--- src/hdl/one_wire_bus_master_unit_macros.svh ---
// assertion macros used by the 1-wire bus master rtl
`ifndef ONE_WIRE_BUS_MASTER_UNIT_MACROS_SVH
`define ONE_WIRE_BUS_MASTER_UNIT_MACROS_SVH

// same-cycle implication, checked out of reset
`define OWM_ASSERT_NOW(label, clk, rst_n, ante, cons, msg) \
    label: assert property (@(posedge clk) disable iff (!rst_n) (ante) |-> (cons)) \
        else $error(msg);

// next-cycle implication, checked out of reset
`define OWM_ASSERT_NEXT(label, clk, rst_n, ante, cons, msg) \
    label: assert property (@(posedge clk) disable iff (!rst_n) (ante) |=> (cons)) \
        else $error(msg);

`endif

--- src/hdl/owm_pkg.sv ---
// types, codes and slot timing for the 1-wire bus master
package owm_pkg;

    localparam int TICK_W = 9;
    localparam int BYTE_W = 8;
    localparam int BITS_W = 4;

    typedef enum logic [2:0] {
        OP_TICK  = 3'd0,
        OP_RESET = 3'd1,
        OP_WBIT  = 3'd2,
        OP_RBIT  = 3'd3,
        OP_WBYTE = 3'd4,
        OP_RBYTE = 3'd5
    } op_t;

    typedef enum logic [1:0] {
        PH_IDLE = 2'd0,
        PH_LOW  = 2'd1,
        PH_REL  = 2'd2
    } phase_t;

    typedef logic [TICK_W-1:0] tick_t;

    // slot timing in ticks
    localparam tick_t RST_LOW_LEN    = tick_t'(480);
    localparam tick_t RST_SAMPLE_AT  = tick_t'(70);
    localparam tick_t RST_REL_LEN    = tick_t'(70 + 410);
    localparam tick_t W1_LOW_LEN     = tick_t'(10);
    localparam tick_t W1_REL_LEN     = tick_t'(55 + 5);
    localparam tick_t W0_LOW_LEN     = tick_t'(65);
    localparam tick_t W0_REL_LEN     = tick_t'(5);
    localparam tick_t RD_LOW_LEN     = tick_t'(3);
    localparam tick_t RD_SAMPLE_AT   = tick_t'(10);
    localparam tick_t RD_REL_LEN     = tick_t'(10 + 50);
    localparam tick_t NO_SAMPLE      = tick_t'(0);
    localparam logic [BITS_W-1:0] BITS_BYTE = BITS_W'(8);
    localparam logic [BITS_W-1:0] BITS_ONE  = BITS_W'(1);

    typedef struct packed {
        logic [2:0]        req_type;
        logic [BYTE_W-1:0] data_value;
        logic              bus_level;
    } req_t;

    typedef struct packed {
        logic              drive_low;
        logic              busy_res;
        logic              done_res;
        logic              presence;
        logic [BYTE_W-1:0] read_data;
    } res_t;

    function automatic logic is_read_op(input op_t op);
        is_read_op = (op == OP_RBIT) || (op == OP_RBYTE);
    endfunction

    function automatic logic is_write_op(input op_t op);
        is_write_op = (op == OP_WBIT) || (op == OP_WBYTE);
    endfunction

    function automatic tick_t low_len(input op_t op, input logic bit0);
        if (op == OP_RESET)
            low_len = RST_LOW_LEN;
        else if (is_read_op(op))
            low_len = RD_LOW_LEN;
        else
            low_len = bit0 ? W1_LOW_LEN : W0_LOW_LEN;
    endfunction

    function automatic tick_t rel_len(input op_t op, input logic bit0);
        if (op == OP_RESET)
            rel_len = RST_REL_LEN;
        else if (is_read_op(op))
            rel_len = RD_REL_LEN;
        else
            rel_len = bit0 ? W1_REL_LEN : W0_REL_LEN;
    endfunction

    function automatic tick_t sample_at(input op_t op);
        if (op == OP_RESET)
            sample_at = RST_SAMPLE_AT;
        else if (is_read_op(op))
            sample_at = RD_SAMPLE_AT;
        else
            sample_at = NO_SAMPLE;
    endfunction

endpackage

--- src/hdl/owm_if.sv ---
// request and result channel interfaces of the 1-wire bus master
interface owm_req_if;
    logic       valid;
    logic       ready;
    logic [2:0] req_type;
    logic [7:0] data_value;
    logic       bus_level;

    modport source (output valid, req_type, data_value, bus_level, input ready);
    modport sink (input valid, req_type, data_value, bus_level, output ready);
endinterface

interface owm_res_if;
    logic       valid;
    logic       ready;
    logic       drive_low;
    logic       busy_res;
    logic       done_res;
    logic       presence;
    logic [7:0] read_data;

    modport source (output valid, drive_low, busy_res, done_res, presence, read_data,
                    input ready);
    modport sink (input valid, drive_low, busy_res, done_res, presence, read_data,
                  output ready);
endinterface

--- src/hdl/one_wire_bus_master_unit.sv ---
// 1-wire bus master: tick-timed reset, bit and byte slots
// usage:
//   req carries one item per handshake: a tick (req_type 0, bus_level is the
//   sampled line) or a command (reset, write bit, read bit, write byte, read
//   byte). a command is taken only when no slot is running; otherwise it is
//   dropped and does not count as a tick. codes 6 and 7 are ignored.
//   res returns exactly one item per request item, in order: drive_low (pull
//   the line low when 1, release it when 0), busy, done on the finishing tick,
//   the latched presence bit and the last read result.
// timing:
//   an accepted item lands in the input register; when it advances, the slot
//   state machine and the result register update together from it, so the
//   result is registered behind the input register. throughput is one item
//   per clock while res.ready keeps the result register moving.
// reset:
//   rst_n clears the valid bits of both pipeline registers and the slot
//   state: idle, no presence, read result zero.
// stall:
//   while res.ready is low the result register holds; the input register
//   still takes one more item, then req.ready drops until the result moves.
`include "one_wire_bus_master_unit_macros.svh"

module one_wire_bus_master_unit (
    input  logic     clk,
    input  logic     rst_n,
    owm_req_if.sink  req,
    owm_res_if.source res
);
    import owm_pkg::*;

    // pipeline registers
    logic   in_valid_reg;
    req_t   in_item_reg;
    logic   out_valid_reg, out_valid_next;
    res_t   out_item_reg, out_item_next;
    logic   advance;
    logic   req_take;

    // slot state
    phase_t            phase_reg, phase_next;
    op_t               op_kind_reg, op_kind_next;
    tick_t             tick_count_reg, tick_count_next;
    logic [BITS_W-1:0] bits_left_reg, bits_left_next;
    logic [BYTE_W-1:0] shift_byte_reg, shift_byte_next;
    logic              presence_reg, presence_next;
    logic [BYTE_W-1:0] read_data_reg, read_data_next;

    // decoded conditions
    op_t               cur_op;
    logic              is_tick;
    logic              is_start;
    tick_t             tick_inc;
    logic              low_end;
    logic              sample_hit;
    logic              rel_end;
    logic              more_bits;
    logic [BYTE_W-1:0] shift_sampled;
    logic              done_now;

    // pipeline moves when the result register is free or being emptied
    assign advance  = in_valid_reg && (!out_valid_reg || res.ready);
    assign req.ready = !in_valid_reg || advance;
    assign req_take  = req.valid && req.ready;

    always_ff @(posedge clk or negedge rst_n)
    begin
        if (!rst_n)
        begin
            in_valid_reg <= 1'b0;
        end
        else if (req.ready)
        begin
            in_valid_reg <= req.valid;
        end
    end

    always_ff @(posedge clk)
    begin
        if (req_take)
        begin
            in_item_reg.req_type   <= req.req_type;
            in_item_reg.data_value <= req.data_value;
            in_item_reg.bus_level  <= req.bus_level;
        end
    end

    // request decode and slot timing conditions
    always_comb
    begin
        cur_op     = op_t'(in_item_reg.req_type);
        is_tick    = advance && (cur_op == OP_TICK) && (phase_reg != PH_IDLE);
        is_start   = 1'b0;
        case (cur_op)
            OP_RESET, OP_WBIT, OP_RBIT, OP_WBYTE, OP_RBYTE:
                is_start = advance && (phase_reg == PH_IDLE);
            default:
                is_start = 1'b0;
        endcase
        tick_inc   = tick_count_reg + tick_t'(1);
        low_end    = tick_inc >= low_len(op_kind_reg, shift_byte_reg[0]);
        sample_hit = tick_inc == sample_at(op_kind_reg);
        rel_end    = tick_inc >= rel_len(op_kind_reg, shift_byte_reg[0]);
        more_bits  = bits_left_reg > BITS_ONE;
        done_now   = is_tick && (phase_reg == PH_REL) && rel_end && !more_bits;
    end

    // next phase
    always_comb
    begin
        phase_next = phase_reg;
        case (phase_reg)
            PH_IDLE:
                if (is_start)
                    phase_next = PH_LOW;
            PH_LOW:
                if (is_tick && low_end)
                    phase_next = PH_REL;
            PH_REL:
                if (is_tick && rel_end)
                    phase_next = more_bits ? PH_LOW : PH_IDLE;
            default:
                phase_next = PH_IDLE;
        endcase
    end

    // slot datapath: counter, shifter, presence and read result
    always_comb
    begin
        op_kind_next    = op_kind_reg;
        tick_count_next = tick_count_reg;
        bits_left_next  = bits_left_reg;
        shift_byte_next = shift_byte_reg;
        presence_next   = presence_reg;
        read_data_next  = read_data_reg;
        shift_sampled   = shift_byte_reg;

        // read slots shift in lsb first from the top
        if ((phase_reg == PH_REL) && sample_hit && is_read_op(op_kind_reg))
            shift_sampled = {in_item_reg.bus_level, shift_byte_reg[BYTE_W-1:1]};

        if (is_start)
        begin
            op_kind_next    = cur_op;
            tick_count_next = '0;
            bits_left_next  = ((cur_op == OP_WBYTE) || (cur_op == OP_RBYTE)) ?
                              BITS_BYTE : BITS_ONE;
            case (cur_op)
                OP_WBIT:  shift_byte_next = {{(BYTE_W-1){1'b0}}, in_item_reg.data_value[0]};
                OP_WBYTE: shift_byte_next = in_item_reg.data_value;
                default:  shift_byte_next = '0;
            endcase
        end
        else if (is_tick)
        begin
            tick_count_next = tick_inc;
            if (phase_reg == PH_LOW)
            begin
                if (low_end)
                    tick_count_next = '0;
            end
            else
            begin
                // presence is an active-low answer
                if (sample_hit && (op_kind_reg == OP_RESET))
                    presence_next = !in_item_reg.bus_level;
                shift_byte_next = shift_sampled;
                if (rel_end)
                begin
                    if (is_write_op(op_kind_reg))
                        shift_byte_next = shift_sampled >> 1;
                    tick_count_next = '0;
                    if (more_bits)
                    begin
                        bits_left_next = bits_left_reg - BITS_ONE;
                    end
                    else
                    begin
                        bits_left_next = '0;
                        if (op_kind_reg == OP_RBIT)
                            read_data_next = {{(BYTE_W-1){1'b0}}, shift_sampled[BYTE_W-1]};
                        else if (op_kind_reg == OP_RBYTE)
                            read_data_next = shift_sampled;
                    end
                end
            end
        end
    end

    // result register contents
    always_comb
    begin
        out_item_next.drive_low = phase_next == PH_LOW;
        out_item_next.busy_res  = phase_next != PH_IDLE;
        out_item_next.done_res  = done_now;
        out_item_next.presence  = presence_next;
        out_item_next.read_data = read_data_next;
        if (advance)
            out_valid_next = 1'b1;
        else if (res.ready)
            out_valid_next = 1'b0;
        else
            out_valid_next = out_valid_reg;
    end

    always_ff @(posedge clk or negedge rst_n)
    begin
        if (!rst_n)
        begin
            out_valid_reg  <= 1'b0;
            phase_reg      <= PH_IDLE;
            op_kind_reg    <= OP_TICK;
            tick_count_reg <= '0;
            bits_left_reg  <= '0;
            shift_byte_reg <= '0;
            presence_reg   <= 1'b0;
            read_data_reg  <= '0;
        end
        else
        begin
            out_valid_reg  <= out_valid_next;
            phase_reg      <= phase_next;
            op_kind_reg    <= op_kind_next;
            tick_count_reg <= tick_count_next;
            bits_left_reg  <= bits_left_next;
            shift_byte_reg <= shift_byte_next;
            presence_reg   <= presence_next;
            read_data_reg  <= read_data_next;
        end
    end

    always_ff @(posedge clk)
    begin
        if (advance)
            out_item_reg <= out_item_next;
    end

    assign res.valid     = out_valid_reg;
    assign res.drive_low = out_item_reg.drive_low;
    assign res.busy_res  = out_item_reg.busy_res;
    assign res.done_res  = out_item_reg.done_res;
    assign res.presence  = out_item_reg.presence;
    assign res.read_data = out_item_reg.read_data;

    // checks
    `OWM_ASSERT_NOW(a_idle_no_bits, clk, rst_n,
        phase_reg == PH_IDLE, bits_left_reg == '0, "idle with bits left")
    `OWM_ASSERT_NOW(a_bits_bound, clk, rst_n,
        phase_reg != PH_IDLE, (bits_left_reg != '0) && (bits_left_reg <= BITS_BYTE),
        "bit count out of range while busy")
    `OWM_ASSERT_NOW(a_tick_bound, clk, rst_n,
        1'b1, tick_count_reg < RST_REL_LEN, "slot counter past longest slot")
    `OWM_ASSERT_NEXT(a_item_kept, clk, rst_n,
        in_valid_reg && !advance, in_valid_reg, "input item dropped while stalled")
    `OWM_ASSERT_NOW(a_done_idle, clk, rst_n,
        res.valid && res.done_res, !res.busy_res && !res.drive_low,
        "done reported with slot still running")

endmodule
--- src/flat_wrapper.sv ---
// flat-port wrapper written by rule: the top's interface ports become plain ports
module one_wire_bus_master_unit_flat import owm_pkg::*;
  (clk, rst_n, req_valid, req_req_type, req_data_value, req_bus_level, req_ready, res_valid, res_drive_low, res_busy_res, res_done_res, res_presence, res_read_data, res_ready);
  owm_req_if req_i ();
  owm_res_if res_i ();
  input  logic clk;
  input  logic rst_n;
  input wire logic [$bits(req_i.valid)-1:0] req_valid;
  input wire logic [$bits(req_i.req_type)-1:0] req_req_type;
  input wire logic [$bits(req_i.data_value)-1:0] req_data_value;
  input wire logic [$bits(req_i.bus_level)-1:0] req_bus_level;
  output wire logic [$bits(req_i.ready)-1:0] req_ready;
  output wire logic [$bits(res_i.valid)-1:0] res_valid;
  output wire logic [$bits(res_i.drive_low)-1:0] res_drive_low;
  output wire logic [$bits(res_i.busy_res)-1:0] res_busy_res;
  output wire logic [$bits(res_i.done_res)-1:0] res_done_res;
  output wire logic [$bits(res_i.presence)-1:0] res_presence;
  output wire logic [$bits(res_i.read_data)-1:0] res_read_data;
  input wire logic [$bits(res_i.ready)-1:0] res_ready;
  assign req_i.valid = req_valid;
  assign req_i.req_type = req_req_type;
  assign req_i.data_value = req_data_value;
  assign req_i.bus_level = req_bus_level;
  assign req_ready = req_i.ready;
  assign res_valid = res_i.valid;
  assign res_drive_low = res_i.drive_low;
  assign res_busy_res = res_i.busy_res;
  assign res_done_res = res_i.done_res;
  assign res_presence = res_i.presence;
  assign res_read_data = res_i.read_data;
  assign res_i.ready = res_ready;
  one_wire_bus_master_unit u_core (.clk(clk), .rst_n(rst_n), .req(req_i), .res(res_i));
endmodule
--- config.mk ---
export PLATFORM = sky130hd
export DESIGN_NAME = one_wire_bus_master_unit_flat
export DESIGN_NICKNAME = d
export VERILOG_FILES = /design/src/hdl/owm_pkg.sv /design/src/hdl/owm_if.sv /design/src/hdl/one_wire_bus_master_unit.sv /design/src/flat_wrapper.sv
export VERILOG_INCLUDE_DIRS = /design/src /design/src/hdl
export SDC_FILE = /design/constraint.sdc
export NUM_CORES = 1
export LEC_CHECK = 0
export ABC_AREA = 1
export BUFFER_PORTS_ARGS = -buffer_cell sky130_fd_sc_hd__buf_4
export CELL_PAD_IN_SITES_DETAIL_PLACEMENT = 0
export CELL_PAD_IN_SITES_GLOBAL_PLACEMENT = 1
export CORE_ASPECT_RATIO = 1.4
export CORE_MARGIN = 8
export CORE_UTILIZATION = 45
export DETAILED_ROUTE_END_ITERATION = 7
export MAX_ROUTING_LAYER = met4
export PLACE_DENSITY = 0.79
export SLEW_MARGIN = 15
export SYNTH_ARGS = -nofsm -noshare
export SYNTH_HDL_FRONTEND = slang
export SYNTH_SLANG_ARGS = --single-unit
export TNS_END_PERCENT = 10
--- constraint.sdc ---
create_clock -name clk -period 3.1 [get_ports clk]
set_input_delay 0 -clock clk [delete_from_list [all_inputs] [get_ports clk]]
set_output_delay 0 -clock clk [all_outputs]
set_load 0.1 [all_outputs]
* Word-level counts from Yosys, hierarchy flattened *
Index checks and enable logic that the tools add are counted.

word-level totals
  register bits after elaboration = 61
  latch bits = 0
  bits in writable memories = 0
  memory bits (read-only) = 0
  bits of input ports = 16
  output and inout port bits = 14
  logic and storage cells = 114
  memories kept = 0

operators by class
  $add $sub $neg = 2
  multipliers = 0
  div/mod/pow operators = 0
  order comparisons = 3
  equal/unequal tests = 15
  shift operators = 0
  muxes and demuxes = 45
  bitwise logic cells = 0
  reductions and logical operators = 32

operator list
  kind                                                                             number
  8-bit 2-to-1 mux                                                                 13
  9-bit 2-to-1 mux                                                                 10
  4-bit 2-to-1 mux                                                                 7
  9-bit greater-or-equal comparator                                                2
  8-bit one-hot mux with 2 select lines                                            1
  1-bit logical AND                                                                13
  3-bit by 2-bit == test with 1-bit output, second input constant                  4
  3-bit == test, second input constant                                             4
  2-bit nonzero test                                                               5
  9-bit by 1-bit adder with 9-bit output, second input constant                    1
  9-bit == test                                                                    1
  1-bit 2-to-1 mux                                                                 8
  7-bit 2-to-1 mux                                                                 1
  3-bit by 1-bit == test with 1-bit output, second input constant                  2
  2-bit 2-to-1 mux                                                                 3
  6-bit 2-to-1 mux                                                                 1
  2-bit one-hot mux with 3 select lines                                            1
  1-bit logical OR                                                                 5
  5-bit OR reduction                                                               1
  2-bit by 1-bit == test with 1-bit output, second input constant                  2
  4-bit by 1-bit greater-than comparator with 1-bit output, second input constant  1
  1-bit zero test                                                                  4
  4-bit by 1-bit subtractor with 4-bit output, second input constant               1
  3-bit zero test                                                                  1
  5 further kinds                                                                  5

* Logic depth before layout (Yosys ltp) *
  word-level depth = 15
  gate-level depth with buffers = 20

* Least setup slack after synthesis *
Ideal clock, no wire load.

  kind = register to register
  start = reg u_core.out_valid_reg (netlist: u_core.res.valid)
  end = reg u_core.in_item_reg, in the netlist u_core.cur_op[0] (enable)
  setup time = 0.298 ns
  data arrival time = 2.454 ns
  required time = 2.802 ns
  slack = 0.348 ns
  cell stages (with the launch flop) = 4
  path through = dfrtp_1 nand3_1 nand2_1 inv_1

on the way
  longest elaborated chain between the ends = 5

RTL lines
  item                    line                             RTL
  start, declared         one_wire_bus_master_unit.sv:34   logic out_valid_reg, out_valid_next;
  start signal, assigned  one_wire_bus_master_unit.sv:220  out_valid_reg <= out_valid_next;
  1-bit zero test         one_wire_bus_master_unit.sv:61   assign advance = in_valid_reg && (!out_valid_reg || res.ready);
  1-bit logical OR        one_wire_bus_master_unit.sv:61
  1-bit logical AND       one_wire_bus_master_unit.sv:61
  1-bit logical OR        one_wire_bus_master_unit.sv:62   assign req.ready = !in_valid_reg || advance;
  net req_ready           flat_wrapper.sv:12               output wire logic [$bits(req_i.ready)-1:0] req_ready;
  1-bit logical AND       one_wire_bus_master_unit.sv:63   assign req_take = req.valid && req.ready;
  net u_core.req_take     one_wire_bus_master_unit.sv:37   logic req_take;
  end, declared           one_wire_bus_master_unit.sv:33   req_t in_item_reg;

The timed path passes the listed nets, and every way through them passes these cells.
A chain may end at the register's enable or synchronous reset.

==> results.txt <==
Status: finished, final reports clean
Register area share after synthesis: 0.443
Setup slack after layout: 0.259 ns
Max Root-Sink Buffers: 2
Max Slew Vio Count: 0
Syn Area/Cell: 7.94 µm²
Per-cell routed wire length: 14.4 µm
Reg clk slew, reported paths: 0.05 ns
Worst hold margin: 0.189 ns
Mapped Nets: 496
Root Buffer: clkbuf_16
Post-route cell area: 4500 µm²
Share of cells above drive strength 1: 0.188
Final #Nets: 550
Die W: 92.8 µm
FF-to-FF path depth: 20
CTS tree: yes
Area share of the largest cell type after synthesis: 0.249
Placed cells: 597
Internal Pwr Total: 2.21 mW
P&R area growth vs syn: 21.1%
Grt total ovfl: 0
First-pass GRT wire length: 15000 µm
YS warnings: 0
Crit share post-route: 0.916
I/O Buffers: 29
TritonCTS buffer count: 9
Post-route insts no fill: 629
Delay-heaviest family, CP: simple AND/OR/NAND/NOR gates
Nature of the critical path endpoint: register
Ys flop type: dfrtp_1
Setup slack after placement: 0.220 ns
Flops & latches, synth: 61
Fill count: 754
Setup bufs post-CTS: 0
WP buf/inv: 4
Clk network pwr share: 0.224
Startpoint Class: register
NetSw: 1.88 mW
CP Launch Point: u_core.tick_count_reg[1]
Largest stage delay, worst path: 0.39 ns
Max Clock Freq: 352 MHz
Clock Skew: 0.00591 ns
Sequential power share: 0.298
Slew HR: 0.325
Post-synth EDFFs: 24
Critical Path, Cell by Cell: ha_2 -> nand2_2 -> clkinv_1 -> nand3_1 -> nand2_1 -> inv_1 -> ha_1 -> nand2_1 -> inv_1 -> nand2_1 -> nor2_2 -> nand3_4 -> nor2_8 -> nand3_4 -> nand2_1 -> nand2_1 -> o21ai_1 -> inv_1 -> nor2_2 -> a21oi_2
Initial Util: 0.459
Overall Global Routing Usage: 0.171
Hold WC Path Type: in -> async
CP Class: reg -> reg
Max_cap viols: 0
Peak supply drop: 0.590 mV
Async SR Flop Fraction: 0.607
Die Y: 124 µm
Leakage Power: 2.18 nW
Worst Path Required: 3.17 ns
Post-place instance area: 4060 µm²
Largest net degree at the start of global routing: 38
Switching Share: 0.459
RSZ-0062 raised after global routing: no
Crit path depth: 20
Final Util: 0.556
DRT iter0 DRCs: 157
Area of the die: 11500 µm²
Leading cell types by count after synthesis: nand2_1 (120), inv_1 (64), nor2_1 (40), nand3_1 (39), dfrtp_1 (37)
Antenna cell count: 0
H-tree depth: 3
Vias in the first global route: 3195
Comb power frac: 0.479
Fin crit period: 2.84 ns
First drt pass iteration count: 4
Worst-margin pin slew: 1.00 ns
Setup tns final: 0 ns
Power Density: 909 nW/µm²
Worst r2r src: u_core.tick_count_reg[1]
Dpl hpwl: 6720 µm
Vias/cell: 5.07
Cell mode on critical path: nand2_1
Routed vias: 3190
Skew-Pair Late Insertion Delay: 0.33 ns
# DRC: 0
# IOs: 30
Site Rows: 39
Clock tree sinks: 61
RD Place Congestion: 0.878
Yosys top cell by area: dfrtp_1
Post-route ant nets: 0
Worst-path fanout max: 9
Dominant cells by area after synthesis: dfrtp_1 (25%), edfxtp_1 (19%), nand2_1 (12%), inv_1 (6.5%), nand3_1 (5.3%)
Setup violations, final: 0
Core ar.: 8100 µm²
CP max-delay cell: dfrtp_1
DRT Wirelength: 9050 µm
Final Power: 4.09 mW
Count leader, synth: nand2_1
Post-Syn Area: 3720 µm²
Fin. Hold Viols: 0
Worst EP arrival: 2.91 ns
Initial antenna violation count: 0
Synth unique cells: 35
Mapped Cells: 468
per-layer routing:
metal / track usage / wire length [µm]
met3: 0.0310 / 291
met2: 0.288 / 4570
met5: - / 0
met4: 0.0677 / 140
met1: 0.198 / 4050
power by group through the flow:
stage                     combinational [mW]  sequential (mW)  clock, mW
after detailed placement                1.92             1.23          0
after floorplan                         1.30             1.41          0
final                                   1.96             1.22      0.914
after global placement                  1.91             1.23          0
after global routing                    2.18             1.24      0.972
after CTS                               1.95             1.22      0.939
cells in the final DEF (no fill, tap or decap), types with 5 or more instances in the layout:
cell	n
inv_1	64
dfrtp_1	37
buf_4	32
nand2_2	13
inv_2	6
clkbuf_16	9
dlygate4sd3_1	16
nand4_1	11
nor2_1	38
a21oi_1	22
edfxtp_1	24
a21oi_2	7
ha_1	11
nor2_2	5
o21ai_1	11
o21ai_0	15
nand3_1	39
o22ai_1	7
nand2_1	120
what timing repair did:
item                                   4_1_cts  5_1_grt
hold buffers                                16        0
gates resized for setup                      0        3
setup endpoints to repair                    0        7
endpoints found under the hold margin       51        0
logic make-up after synthesis:
| group | after synthesis | share of synthesized area |
|---|---|---|
| and+or+nand+nor | 246 | 0.321 |
| buffers and inverters | 77 | 0.0801 |
| AOI/OAI and AO/OA | 71 | 0.113 |
| DFF | 61 | 0.443 |
| adders and majority gates | 12 | 0.0404 |
| xor gates and xnor gates | 1 | 0.00236 |
worst reg2reg max path: stages (launching register included):
cell and delay, ns:
dfrtp_1 0.39, ha_2 0.23, nand2_2 0.11, clkinv_1 0.08
nand3_1 0.09, nand2_1 0.10, inv_1 0.08, ha_1 0.27
nand2_1 0.05, inv_1 0.05, nand2_1 0.05, nor2_2 0.12
nand3_4 0.11, nor2_8 0.18, nand3_4 0.13, nand2_1 0.09
nand2_1 0.11, o21ai_1 0.14, inv_1 0.06, nor2_2 0.09
a21oi_2 0.05
area by class of cell:
type | instances | area (µm²) | share of cell area
clock buffer | 9 | 225 | 0.0500
multi-input combinational | 330 | 1780 | 0.395
tap | 102 | 128 | 0.0284
clock inverter | 7 | 51.3 | 0.0114
timing repair buffer | 48 | 400 | 0.0890
inverter | 72 | 270 | 0.0600
sequential | 61 | 1650 | 0.366
path summary, 6_finish.rpt:
kind	endpoint	slack [ns]
max	u_core.res.read_data[7]	0.26
min reg2reg	u_core.read_data_reg[5]	0.49
max in group asynchronous	u_core.read_data_reg[3]	2.55
min in group clk	u_core.cur_op[1]	0.39
min	u_core.bits_left_reg[3]	0.19
max reg2reg	u_core.res.read_data[7]	0.26
No activity file was read; power rests on OpenSTA's default activity.
